**src/rtl/kvot_pkg.sv**
```systemverilog
`timescale 1ns / 1ps

package kvot_pkg;

    localparam int unsigned OFS_W   = 13;
    localparam int unsigned CHAR_W  = 8;
    localparam logic [OFS_W-1:0] MAX_LEN = 13'd4096;

    // result queue
    localparam int unsigned Q_DEPTH = 4;
    localparam int unsigned Q_AW    = 2;
    localparam int unsigned Q_CW    = 3;

    localparam logic [CHAR_W-1:0] C_EQUAL  = 8'h3D;
    localparam logic [CHAR_W-1:0] C_SQUOTE = 8'h27;
    localparam logic [CHAR_W-1:0] C_DQUOTE = 8'h22;
    localparam logic [CHAR_W-1:0] C_TAB    = 8'h09;
    localparam logic [CHAR_W-1:0] C_CR     = 8'h0D;
    localparam logic [CHAR_W-1:0] C_SPACE  = 8'h20;

    typedef enum logic [1:0] {
        MODE_IDLE   = 2'd0,
        MODE_BARE   = 2'd1,
        MODE_QUOTED = 2'd2
    } t_mode;

    typedef struct packed {
        t_mode            mode;
        logic             quote_dq;
        logic             on_value;
        logic [OFS_W-1:0] pos;
        logic [OFS_W-1:0] key_begin;
        logic [OFS_W-1:0] key_finish;
        logic [OFS_W-1:0] value_begin;
        logic [OFS_W-1:0] value_finish;
    } t_state;

    // packed low field last, so tdata order matches the port comment
    typedef struct packed {
        logic             done;
        logic [OFS_W-1:0] value_end;
        logic [OFS_W-1:0] value_start;
        logic [OFS_W-1:0] key_end;
        logic [OFS_W-1:0] key_start;
        logic             pair_valid;
    } t_result;

    typedef struct packed {
        logic    v0;
        logic    v1;
        t_result e0;
        t_result e1;
    } t_push;

endpackage

```
**src/rtl/kvot_step.sv**
```systemverilog
`timescale 1ns / 1ps

module kvot_step (
    input  kvot_pkg::t_state            i_state,
    input  logic [kvot_pkg::CHAR_W-1:0] i_char,
    input  logic                        i_last,
    output kvot_pkg::t_state            o_state,
    output kvot_pkg::t_push             o_push
);

    function automatic kvot_pkg::t_result make_result(
        input logic                       valid,
        input logic                       done,
        input logic [kvot_pkg::OFS_W-1:0] kb,
        input logic [kvot_pkg::OFS_W-1:0] kf,
        input logic [kvot_pkg::OFS_W-1:0] vb,
        input logic [kvot_pkg::OFS_W-1:0] vf
    );
        kvot_pkg::t_result res;
        res             = '0;
        res.done        = done;
        res.pair_valid  = valid;
        if (valid) begin
            res.key_start = kb;
            res.key_end   = kf;
            if (vb != vf) begin
                res.value_start = vb;
                res.value_end   = vf;
            end
        end
        return res;
    endfunction

    kvot_pkg::t_state             s;
    logic [kvot_pkg::OFS_W-1:0]   p;
    logic [kvot_pkg::OFS_W-1:0]   p1;
    logic                         is_sp;
    logic                         is_q;
    logic                         flush;
    logic                         held;
    logic [kvot_pkg::CHAR_W-1:0]  sep;
    kvot_pkg::t_result            flush_res;
    kvot_pkg::t_result            done_res;

    always_comb begin
        s     = i_state;
        p     = i_state.pos;
        p1    = (p < kvot_pkg::MAX_LEN) ? p + kvot_pkg::OFS_W'(1) : kvot_pkg::MAX_LEN;
        is_sp = (i_char == kvot_pkg::C_SPACE) ||
                (i_char >= kvot_pkg::C_TAB && i_char <= kvot_pkg::C_CR);
        is_q  = (i_char == kvot_pkg::C_SQUOTE) || (i_char == kvot_pkg::C_DQUOTE);
        flush = 1'b0;
        held  = 1'b0;
        sep   = i_state.quote_dq ? kvot_pkg::C_DQUOTE : kvot_pkg::C_SQUOTE;
        s.pos = p1;

        case (i_state.mode)
            kvot_pkg::MODE_BARE: begin
                if (is_sp || i_char == kvot_pkg::C_EQUAL) begin
                    if (s.on_value) s.value_finish = p;
                    else            s.key_finish   = p;
                    s.mode = kvot_pkg::MODE_IDLE;
                    if (!is_sp) s.on_value = 1'b1;
                end else if (i_last) begin
                    if (s.on_value) s.value_finish = p1;
                    else            s.key_finish   = p1;
                end
            end
            kvot_pkg::MODE_QUOTED: begin
                if (i_char == sep) begin
                    if (s.on_value) s.value_finish = p;
                    else            s.key_finish   = p;
                    s.mode = kvot_pkg::MODE_IDLE;
                end else if (i_last) begin
                    if (s.on_value) s.value_finish = p1;
                    else            s.key_finish   = p1;
                end
            end
            default: begin
                // between tokens (unused code 3 lands here as well)
                if (is_sp) begin
                    s.mode = kvot_pkg::MODE_IDLE;
                end else if (i_char == kvot_pkg::C_EQUAL) begin
                    s.mode     = kvot_pkg::MODE_IDLE;
                    s.on_value = 1'b1;
                end else if (is_q && i_last) begin
                    s.mode = kvot_pkg::MODE_IDLE;  // lone quote at end
                end else begin
                    held = i_state.on_value ?
                           (i_state.value_begin != i_state.value_finish) :
                           (i_state.key_begin != i_state.key_finish);
                    if (held && i_state.key_begin != i_state.key_finish) begin
                        flush          = 1'b1;
                        s.key_begin    = '0;
                        s.key_finish   = '0;
                        s.value_begin  = '0;
                        s.value_finish = '0;
                        s.on_value     = 1'b0;
                    end
                    if (is_q) begin
                        s.quote_dq = (i_char == kvot_pkg::C_DQUOTE);
                        s.mode     = kvot_pkg::MODE_QUOTED;
                        if (s.on_value) begin
                            s.value_begin  = p1;
                            s.value_finish = p1;
                        end else begin
                            s.key_begin  = p1;
                            s.key_finish = p1;
                        end
                    end else begin
                        s.mode = kvot_pkg::MODE_BARE;
                        if (s.on_value) begin
                            s.value_begin  = p;
                            s.value_finish = i_last ? p1 : p;
                        end else begin
                            s.key_begin  = p;
                            s.key_finish = i_last ? p1 : p;
                        end
                    end
                end
            end
        endcase

        flush_res = make_result(1'b1, 1'b0, i_state.key_begin, i_state.key_finish,
                                i_state.value_begin, i_state.value_finish);
        done_res  = make_result(s.key_begin != s.key_finish, 1'b1, s.key_begin,
                                s.key_finish, s.value_begin, s.value_finish);

        // end of string: everything back to reset
        if (i_last) s = '0;
    end

    assign o_state   = s;
    assign o_push.v0 = flush | i_last;
    assign o_push.v1 = flush & i_last;
    assign o_push.e0 = flush ? flush_res : done_res;
    assign o_push.e1 = done_res;

endmodule

```
**src/rtl/kvot_res_queue.sv**
```systemverilog
`timescale 1ns / 1ps

module kvot_res_queue (
    input  logic                      i_clk,
    input  logic                      i_rst_n,
    input  kvot_pkg::t_push           i_push,
    input  logic                      i_pop,
    output kvot_pkg::t_result         o_head,
    output logic [kvot_pkg::Q_CW-1:0] o_count
);

    kvot_pkg::t_result             r_mem [kvot_pkg::Q_DEPTH];
    logic [kvot_pkg::Q_AW-1:0]     r_wr;
    logic [kvot_pkg::Q_AW-1:0]     r_rd;
    logic [kvot_pkg::Q_CW-1:0]     r_count;
    logic [kvot_pkg::Q_AW-1:0]     n_wr;
    logic [kvot_pkg::Q_AW-1:0]     n_rd;
    logic [kvot_pkg::Q_CW-1:0]     n_count;
    logic [kvot_pkg::Q_AW-1:0]     push_n;

    assign push_n  = kvot_pkg::Q_AW'(i_push.v0) + kvot_pkg::Q_AW'(i_push.v1);
    assign n_wr    = r_wr + push_n;
    assign n_rd    = r_rd + kvot_pkg::Q_AW'(i_pop);
    assign n_count = r_count + kvot_pkg::Q_CW'(push_n) - kvot_pkg::Q_CW'(i_pop);

    always_ff @(posedge i_clk) begin
        if (i_push.v0) r_mem[r_wr] <= i_push.e0;
        if (i_push.v1) r_mem[r_wr + kvot_pkg::Q_AW'(1)] <= i_push.e1;
    end

    always_ff @(posedge i_clk) begin
        if (!i_rst_n) begin
            r_wr    <= '0;
            r_rd    <= '0;
            r_count <= '0;
        end else begin
            r_wr    <= n_wr;
            r_rd    <= n_rd;
            r_count <= n_count;
        end
    end

    assign o_head  = r_mem[r_rd];
    assign o_count = r_count;

    assert property (@(posedge i_clk) disable iff (!i_rst_n)
        r_count <= kvot_pkg::Q_CW'(kvot_pkg::Q_DEPTH))
        else $error("result queue overflow");

    assert property (@(posedge i_clk) disable iff (!i_rst_n)
        i_pop |-> r_count != '0)
        else $error("pop from empty result queue");

    assert property (@(posedge i_clk) disable iff (!i_rst_n)
        (r_count == '0) |-> (r_wr == r_rd))
        else $error("queue pointers disagree with count");

endmodule

```
**src/rtl/key_value_option_tokenizer_core.sv**
```systemverilog
`timescale 1ns / 1ps

// Key=value option tokenizer: one string byte per request on the slave side, tlast on the
// final byte. A byte is parsed combinationally out of the input register, and its results
// are registered into the result queue. So the byte that completes a pair passes through
// the input register and the queue before o_m_tvalid rises for it, if the queue has room.
// Bytes are taken every cycle as long as results drain; a byte yields zero, one or two
// results (a flushed pair, and on the final byte a closing result with tlast set). The
// four-entry result queue stops input while it holds more than two results, so with a
// stalled master side at most four results and one byte are buffered. Offsets saturate
// at 4096; after the final byte the parser is back in its reset state.
module key_value_option_tokenizer_core (
    input  logic        i_clk,
    input  logic        i_rst_n,
    input  logic        i_s_tvalid,
    output logic        o_s_tready,
    input  logic [7:0]  i_s_tdata,   // [7:0] char_byte
    input  logic        i_s_tlast,   // is_last
    output logic        o_m_tvalid,
    input  logic        i_m_tready,
    output logic [55:0] o_m_tdata,   // [0] pair_valid, [13:1] key_start, [26:14] key_end,
                                     // [39:27] value_start, [52:40] value_end, zero pad
    output logic        o_m_tlast    // done_res
);

    logic                          r_in_valid;
    logic [kvot_pkg::CHAR_W-1:0]   r_in_char;
    logic                          r_in_last;
    kvot_pkg::t_state              r_state;
    kvot_pkg::t_state              n_state;
    kvot_pkg::t_push               step_push;
    kvot_pkg::t_push               q_push;
    kvot_pkg::t_result             q_head;
    logic [kvot_pkg::Q_CW-1:0]     q_count;
    logic                          proc;
    logic                          pop;

    // parse only when the queue can take two results
    assign proc       = r_in_valid && (q_count <= kvot_pkg::Q_CW'(kvot_pkg::Q_DEPTH - 2));
    assign o_s_tready = !r_in_valid || proc;

    always_ff @(posedge i_clk) begin
        if (!i_rst_n) begin
            r_in_valid <= 1'b0;
        end else if (o_s_tready) begin
            r_in_valid <= i_s_tvalid;
        end
    end

    always_ff @(posedge i_clk) begin
        if (o_s_tready && i_s_tvalid) begin
            r_in_char <= i_s_tdata;
            r_in_last <= i_s_tlast;
        end
    end

    kvot_step u_step (
        .i_state (r_state),
        .i_char  (r_in_char),
        .i_last  (r_in_last),
        .o_state (n_state),
        .o_push  (step_push)
    );

    always_ff @(posedge i_clk) begin
        if (!i_rst_n) begin
            r_state <= '0;
        end else if (proc) begin
            r_state <= n_state;
        end
    end

    always_comb begin
        q_push    = step_push;
        q_push.v0 = step_push.v0 & proc;
        q_push.v1 = step_push.v1 & proc;
    end

    assign pop = o_m_tvalid && i_m_tready;

    kvot_res_queue u_queue (
        .i_clk   (i_clk),
        .i_rst_n (i_rst_n),
        .i_push  (q_push),
        .i_pop   (pop),
        .o_head  (q_head),
        .o_count (q_count)
    );

    assign o_m_tvalid = (q_count != '0);
    assign o_m_tdata  = {3'b000, q_head.value_end, q_head.value_start, q_head.key_end,
                         q_head.key_start, q_head.pair_valid};
    assign o_m_tlast  = q_head.done;

    assert property (@(posedge i_clk) disable iff (!i_rst_n)
        (proc && r_in_last) |=> (r_state == '0))
        else $error("parser state not cleared after final byte");

    assert property (@(posedge i_clk) disable iff (!i_rst_n)
        (proc && r_in_last) |=> (q_count != '0))
        else $error("final byte produced no closing result");

    assert property (@(posedge i_clk) disable iff (!i_rst_n)
        r_state.pos <= kvot_pkg::MAX_LEN)
        else $error("position past saturation limit");

endmodule
```
**config.mk**
```make
export PLATFORM = sky130hd
export DESIGN_NAME = key_value_option_tokenizer_core
export DESIGN_NICKNAME = d
export VERILOG_FILES = /design/src/rtl/kvot_pkg.sv /design/src/rtl/kvot_step.sv /design/src/rtl/kvot_res_queue.sv /design/src/rtl/key_value_option_tokenizer_core.sv
export SDC_FILE = /design/constraint.sdc
export NUM_CORES = 1
export LEC_CHECK = 0
export CORE_MARGIN = 2
export CORE_UTILIZATION = 38
export DETAILED_ROUTE_END_ITERATION = 12
export DONT_BUFFER_PORTS = 1
export GPL_ROUTABILITY_DRIVEN = 1
export SKIP_CTS_REPAIR_TIMING = 1
export SYNTH_ARGS = -nofsm -noshare
export SYNTH_HDL_FRONTEND = slang
export SYNTH_SLANG_ARGS = --single-unit
```
**constraint.sdc**
```tcl
create_clock -name i_clk -period 8.08 [get_ports i_clk]
set_clock_uncertainty 0.2 [all_clocks]
set_input_delay 0.404 -clock i_clk [delete_from_list [all_inputs] [get_ports i_clk]]
set_output_delay 0.404 -clock i_clk [all_outputs]
set_load 0.005 [all_outputs]
```
Word-level counts from Yosys, hierarchy flattened
Memory sizes are Yosys's and may differ from the RTL's. A register that Yosys moved wholly into a read port is not among the register bits.
Index checks and enable logic that the tools add are counted.

storage, ports and cells
  bits in registers = 86
  memory bits (writable) = 216
  bits of input ports = 13
  output and inout port bits = 59
  logic and storage cells = 129
  memories kept = 1

memories
  memory         words  width  rd ports  clocked after memory_dff  wr ports  line                  RTL
  u_queue.r_mem  4      54     1         1                         2         kvot_res_queue.sv:12  kvot_pkg::t_result r_mem [kvot_pkg::Q_DEPTH];

operators by class
  add/sub/neg operators = 7
  magnitude comparators = 4
  equal/unequal tests = 19
  multiplexer cells = 63
  bitwise logic cells = 4
  reductions and logical operators = 17

operator list
  cell                   number
  $mux 52                6
  $mux 13                14
  $mux 26                6
  $mux 69                1
  $mux 54                1
  $ne 13x13->1           4
  $pmux 13 s2            2
  $eq 8x6->1 const B     4
  $mux 1                 21
  $mux 2                 9
  $add 13x1->13 const B  1
  $lt 13x13->1 const B   1
  $eq 8x8->1             1
  $ge 8x4->1 const B     1
  $le 8x4->1 const B     1
  $ne 2x2->1 const B     4
  $logic_and 1x1->1      6
  $ne 3x2->1 const B     2
  $reduce_and 6->1       1
  $reduce_and 5->1       1
  $logic_or 1x1->1       4
  $ne 4x3->1 const B     1
  $pmux 2 s2             1
  $add 3x2->3            1
  18 further kinds       20

Depth between registers and ports, before layout
Gate-level depths: netlist of run 1.

  depth in word-level cells = 18
  mapped depth = 18
  depth with buffers taken out = 14

By module
A second synthesis of run 1 with hierarchy kept.

second synthesis, totals
  cells, all modules = 1741
  area total of the unflattened synthesis = 19774.0 um^2

by module, submodules not included
  module                           times used  cells an instance  area each (um^2)  seq. area each (um^2)
  kvot_res_queue                   1           564                11459.7           6626.4
  kvot_step                        1           854                5205.0            0.0
  key_value_option_tokenizer_core  1           323                3109.2            1671.6

Worst setup path before layout of run 1
No wires, ideal clock.

  path kind = register -> register
  from = reg r_in_char[4] (netlist bit)
  to = mem u_queue.r_mem[0][0] (netlist bit), enable pin
  setup time = 539 ps
  data arrival time = 5951 ps
  required time = 7341 ps
  slack = 1390 ps
  stages on the path, launching flop included = 9
  path buffers = 1
  period minus slack after synthesis = 6690 ps
  cell sequence = edfxtp_1 -> or4b_1 -> a2111o_1 -> and3_1 -> o21ai_2 -> and2_1 -> buf_2 -> nand2_1 -> o21ai_0

RTL lines
  what                      line                                   RTL
  start: declaration        key_value_option_tokenizer_core.sv:27  logic [kvot_pkg::CHAR_W-1:0] r_in_char;
  start signal: assignment  key_value_option_tokenizer_core.sv:52  r_in_char <= i_s_tdata;
  end: declaration          kvot_res_queue.sv:12

==> results.md, run 1 <==
- Syn-to-layout area delta: 9.29%
- Final setup fails: 0
- VDD IR max: 0.000156 V
- Startpoint types: flop
- DR iter-0 viols: 1862
- TritonCTS sink count: 302
- Pre-CTS WS: 2000 ps
- Insertion delay to the later sink of the worst-skew pair: 560 ps
- WS Path Type: flop to flop
- Comb power frac: 24.4%
- Switching power: 1.49 mW
- Max-cap violations: 0
- CTS root buf: clkbuf_16
- Core area: 46400 um2
- Per-cell routed wire length: 27.7 um
- Largest net degree at the start of global routing: 110
- Max-Slew Margin vs Limit: 19.1%
- Post-synth top flop: edfxtp_1
- Yosys cell types: 87
- Synth Register Bits: 302
- Syn Inst Count: 1679
- Detail Placement HPWL: 38900 um
- Chip width: 220 um
- DR vias: 14.5k
- RSZ-0062 raised after global routing: false
- Switching share of power: 32.7%
- Register area: 8260 um2
- Port Buf Inserts: 0
- Leak: 5.95 nW
- H-tree level count: 2
- Gr usage total: 25.0%
- Slew Limit Fails: 0
- Clk pwr share: 36.0%
- Power Internal: 3.07 mW
- Fillcell total: 4324
- Sequential share of power: 39.7%
- Multi-input logic area: 8760 um2
- Die area: 48600 um2
- Instance area at placement: 18200 um2
- Post-synthesis async set-or-reset flop share: 0%
- Post-Route WL: 61200 um
- Initial antenna violation count: 1
- CTS tree: yes
- Fmax: 159 MHz
- Clock buffer depth: 3
- Number of global-route vias before repair: 13.9k
- Crit path required time: 8140 ps
- Layout Nets: 1595
- Core Rows: 79
- Share of layout cells above drive strength 1: 13.4%
- Gr ovfl total: 0
- Worst Path Max Fanout: 109
- Setup TNS: 0 ps
- Ys Warns: 0
- DRC viols: 0
- Status: completed
- First-pass DRT Iterations: 8
- Die Y: 220 um
- Hold/Removal Path Class: primary input to flop
- Clock-pin slew on the worst setup and hold paths: 60 ps
- PD cells: 235 nW/um2
- Mean Syn Cell Area: 10.6 um2
- Routability congestion estimate: 0.967
- DR vias/cell: 6.58
- Critical path capture point type: flop
- Worst Path Arrival: 6350 ps
- Sequential fraction of the synthesis area: 46.4%
- Worst Max-Slew Pin Slew: 1210 ps
- Fin crit share: 77.9%
- Shortest period the worst path allows: 6300 ps
- Initial Utilization: 38.4%
- Cell area after synthesis: 17800 um2
- Global-route wire length before repair: 91600 um
- Setup WS post-layout: 1780 ps
- Ports: 72
- Fin area: 19500 um2
- Post-synth EDFFs: 221
- Remaining antenna violation count: 0
- Final Hold Fails: 0
- CTS Buf Count: 35
cells by family after synthesis:
| logic type | share of synthesized area [%] |
|---|---|
| mux | 9.92 |
| buf+inv | 5.14 |
| flops | 46.4 |
| fa+ha+maj | 0.745 |
| compound gates | 22.2 |
| xor+xnor | 2.80 |
| simple gates | 12.8 |
| other cells | 0.0211 |
stage by stage:
stage	util [%]	hold slack, ps	instances	total power [mW]
final	42.0	33.5	2207	4.57
after global routing	42.0	54.3	2206	4.73
after CTS	41.7	-260	2195	4.58
after detailed placement	39.2	246	2131	2.94
after global placement	39.2	237	2131	2.93
after floorplan	-	222	1681	2.67
cell usage in the layout (no fill, tap or decap), types with 10 or more instances in the layout:
master         synthesis  final
inv_1                 28     28
nor3_1                17     16
o31ai_1               53     53
nand2b_1              11     11
nand2_1              155    153
a32o_1               106    106
xnor2_1               40     40
a21oi_1               62     61
a22o_1                11     11
clkbuf_16              0     36
and2_1                30     29
nor2b_1               59     59
o21ai_1               12     11
mux2i_1               29     29
nand3_1               66     65
a22oi_1               54     54
nor2_1                56     49
and3_1                11     11
o22ai_1               63     63
nand4_1               15     15
xor2_1                17     17
dfxtp_1               81     78
nor4_1                11     11
buf_4                  9     34
o21ai_0               67     65
mux2_2                23     23
dlygate4sd3_1          0     10
mux4_2                54     54
edfxtp_1             221    221
synth_stat cells, types with 12 or more instances:
cell type	count	area, um2
mux2i_1	29	290
o22ai_1	63	394
buf_2	17	85.1
inv_1	28	105
a21oi_1	62	310
o21ai_1	12	60.1
mux4_2	54	1220
nand3_1	66	330
a32o_1	106	1060
nor2_1	56	210
edfxtp_1	221	6640
nand2_1	155	582
dfxtp_1	81	1620
a22oi_1	54	405
xnor2_1	40	350
and2_1	30	188
nor2b_1	59	369
clkbuf_1	150	563
o31ai_1	53	398
nor3_1	17	85.1
o21ai_0	67	335
nand4_1	15	93.8
xor2_1	17	149
mux2_2	23	259
power by group through the flow:
stage / Combinational (mW) / Clock, mW / Sequential, mW
after floorplan: 0.879 / 0 / 1.79
after global placement: 1.09 / 0 / 1.84
after detailed placement: 1.10 / 0 / 1.85
after CTS: 1.10 / 1.67 / 1.81
after global routing: 1.19 / 1.72 / 1.82
final: 1.11 / 1.64 / 1.81
worst paths after layout:
check	startpoint	endpoint	slack (ps)	cells after the start
worst max-delay path	r_in_char[3]	u_queue.r_mem[1][45]	1780	12
worst min-delay path	i_rst_n	r_state[14]	30	2
worst max register to register	r_in_char[3]	u_queue.r_mem[1][45]	1780	12
worst min register to register	u_queue.r_mem[3][53]	u_queue.r_mem[3][53]	250	2
registers in the layout (all words and copies together), names as in the netlist:
register and cells:
r_in_last 1, u_queue.r_wr 2, r_in_valid 1, r_in_char 8, r_state 69, u_queue.o_count 3
u_queue.r_rd 2, u_queue.r_mem 216
worst max-delay path, stage by stage (launching register included):
cell      delay, ps
edfxtp_1        430
nor3b_1         570
o211ai_2        470
nor2_1         1040
a221oi_1        230
a221oi_2        690
xor2_1          140
nor4_1          330
nand4_1         130
buf_4           460
o41ai_4         140
buf_4           880
o22ai_1         200
metal layers:
layer	track usage (%)	vias up	part of all wire (%)
li1	-	6336	-
met1	34.6	7234	42
met2	37.7	807	45
met3	5.47	140	9.0
met4	10.9	0	4.3
met5	0	-	0
final cells by class:
class	instances	share of cell area, %
clock buffer	44	4.84
timing repair buffer	45	1.97
antenna	1	0.0129
inverter	30	0.579
clock inverter	20	1.22
multi-input combinational	1158	45.0
tap	607	3.90
sequential	302	42.5
(Power assumes the default switching activity.)
==> run 2, diff against run 1 <==
clock period = 6.2 ns   (was 8.08 ns; I/O delays follow)
==> run 2 against run 1 <==
Via count up 1.3%; utilization up 0.35 points; the flow now finishes with violations (hold timing); setup slack worse by 1000 ps; global-route usage up 0.22 points; clock-buffer cell count up 3; sequential cell count unchanged; first-iteration DRC count down 2.4%; critical endpoint is now u_queue.r_mem[0][26]; cell area up 0.84%; combinational power up 40%.
==> results.md, run 2 (same netlist as run 1, synthesis figures left out) <==
- Per-cell routed wire length: 27.5 um (-0.63%)
- Clock buffer depth: 3 (unchanged)
- Gr ovfl total: 0 (unchanged)
- Shortest period the worst path allows: 5420 ps (-876 ps)
- Core Rows: 79 (unchanged)
- Max reg flops: 216 (unchanged)
- Crit path required time: 6270 ps (-1870 ps)
- Biggest regs: u_queue.r_mem (216), r_state (69), r_in_char (8)
- Detail Placement HPWL: 39800 um (+2.4%)
- Layout Nets: 1629 (+2.1%)
- DR iter-0 viols: 1817 (-2.4%)
- DR vias/cell: 6.57 (-0.11%)
- Setup WS post-layout: 780 ps (-1000 ps)
- Post-Route WL: 61700 um (+0.81%)
- Worst Path Arrival: 5490 ps (-860 ps)
- Final Hold Fails: 1 (+1)
- CTS tree: yes
- RSZ-0062 raised after global routing: false
- Remaining antenna violation count: 0 (unchanged)
- Leak: 5.92 nW (-0.45%)
- Startpoint types: flop
- CTS root buf: clkbuf_16
- CP max stage delay: 800 ps (-240 ps)
- Post-route insts no fill: 2239 (+1.4%)
- Routability congestion estimate: 0.970 (+0.31%)
- Commonest non-fill, non-tap cells in the layout: edfxtp_1 (221), nand2_1 (153), a32o_1 (106), dfxtp_1 (78), nand3_1 (66)
- Largest net degree at the start of global routing: 109 (-0.91%)
- Fmax: 184 MHz (+16%)
- Final setup fails: 0 (unchanged)
- Status: complete, but fails checks
- Slew Limit Fails: 0 (unchanged)
- DRC viols: 0 (unchanged)
- VDD IR max: 0.000183 V (+17%)
- Die Y: 220 um (unchanged)
- Placed cells: 2164 (+1.5%)
- Worst Path Max Fanout: 108 (-0.92%)
- Pre-CTS WS: 889 ps (-1110 ps)
- Ports: 72 (unchanged)
- Fin crit share: 87.4% (+9.5 points)
- CP most frequent cell: buf_4
- Critical path's slowest cell: o221ai_1
- PD cells: 300 nW/um2 (+28%)
- Hold/Removal Path Class: primary input to flop
- Insertion delay to the later sink of the worst-skew pair: 550 ps (about the same)
- Core Util, Final: 42.3% (+0.35 points)
- Syn-to-layout area delta: 10.2%
- DR vias: 14.7k (+1.3%)
- Worst-path cell chain: or4b_1, a2111o_1, nand3_1, a211oi_1, buf_4, nand2b_1, o221ai_1, xor2_1, nor4_1, nand4_1, buf_4, a32o_1
- Max-cap violations: 0 (unchanged)
- Gr usage total: 25.3% (+0.22 points)
- Clock-pin slew on the worst setup and hold paths: 60 ps (about the same)
- Global-route wire length before repair: 91700 um (about the same)
- Core area: 46400 um2 (unchanged)
- Max-Slew Margin vs Limit: 26.5% (+7.4 points)
- Critical path capture point type: flop
- Failing checks: hold timing
- Hold WS: -29.6 ps (-63.1 ps)
- Die area: 48600 um2 (unchanged)
- Initial antenna violation count: 1 (unchanged)
- First-pass DRT Iterations: 5 (-3)
- Most common cell after layout, fill and taps aside: edfxtp_1
- Share of layout cells above drive strength 1: 14.9% (+1.5 points)
- Biggest register: u_queue.r_mem
- CTS Buf Count: 34 (-2.9%)
- Number of global-route vias before repair: 13.8k (-0.36%)
- TritonCTS sink count: 302 (unchanged)
- Initial Utilization: 38.4% (unchanged)
- Chip width: 220 um (unchanged)
- Port Buf Inserts: 0 (unchanged)
- H-tree level count: 2 (unchanged)
- Worst Max-Slew Pin Slew: 1100 ps (-106 ps)
- WS Path Type: flop to flop
run 2: changes by cell type in the layout (fill, tap and decap cells not counted), sizes merged:
cell,before,now
clkbuf,44,47
bufinv,5,3
clkinv,14,10
inv,29,30
dlygate4sd3,10,12
buf,35,68
clkinvlp,2,1
run 2: metrics by stage:
step | instance area [um2] | total power [mW] | hold slack (ps) | setup TNS (ps)
after detailed placement | 18400 | 3.92 | 209 | 0
final | 19600 | 5.89 | -29.6 | 0
after floorplan | 17800 | 3.48 | 209 | -52850
after global placement | 18400 | 3.90 | 209 | 0
after global routing | 19600 | 6.13 | 5.60 | 0
after CTS | 19500 | 5.90 | -362 | 0
run 2: layout make-up:
class                      count  area (um2)
tap                          607         759
inverter                      30         113
clock inverter                14         161
antenna                        1        2.50
clock buffer                  47         920
timing repair buffer          80         676
sequential                   302        8260
multi-input combinational   1158        8730
fill                        4338       26700
run 2: final timing paths:
| kind | startpoint | end | slack (ps) | depth (start not counted) |
|---|---|---|---|---|
| max | r_in_char[4] | u_queue.r_mem[0][26] | 780 | 12 |
| min | i_m_tready | u_queue.r_rd[0] | -30 | 3 |
| max reg2reg | r_in_char[4] | u_queue.r_mem[0][26] | 780 | 12 |
| min reg2reg | u_queue.r_mem[3][53] | u_queue.r_mem[3][53] | 260 | 2 |
run 2: worst max-delay path: cells and delay by family (launching register included):
family / cells / cell delay [ps]
xor+xnor: 1 / 150
compound gates: 4 / 1810
buf+inv: 2 / 780
flops: 1 / 440
simple gates: 5 / 1740
run 2: metal layers:
| layer | wire length (um) | track usage (%) | up-vias | share of wire (%) |
|---|---|---|---|---|
| li1 | - | - | 6401 | - |
| met1 | 25200 | 34.4 | 7278 | 41 |
| met2 | 28100 | 39.2 | 899 | 45 |
| met3 | 6230 | 5.98 | 134 | 10 |
| met4 | 2210 | 9.17 | 0 | 3.6 |
| met5 | 0 | 0 | - | 0 |
run 2: power by group:
group / total (mW) / switching [mW] / internal [mW] / leakage, nW
clock: 2.00 / 0.826 / 1.17 / 0.523
sequential: 2.35 / 0.0878 / 2.27 / 2.57
combinational: 1.55 / 1.02 / 0.523 / 2.83
total: 5.89 / 1.94 / 3.96 / 5.92
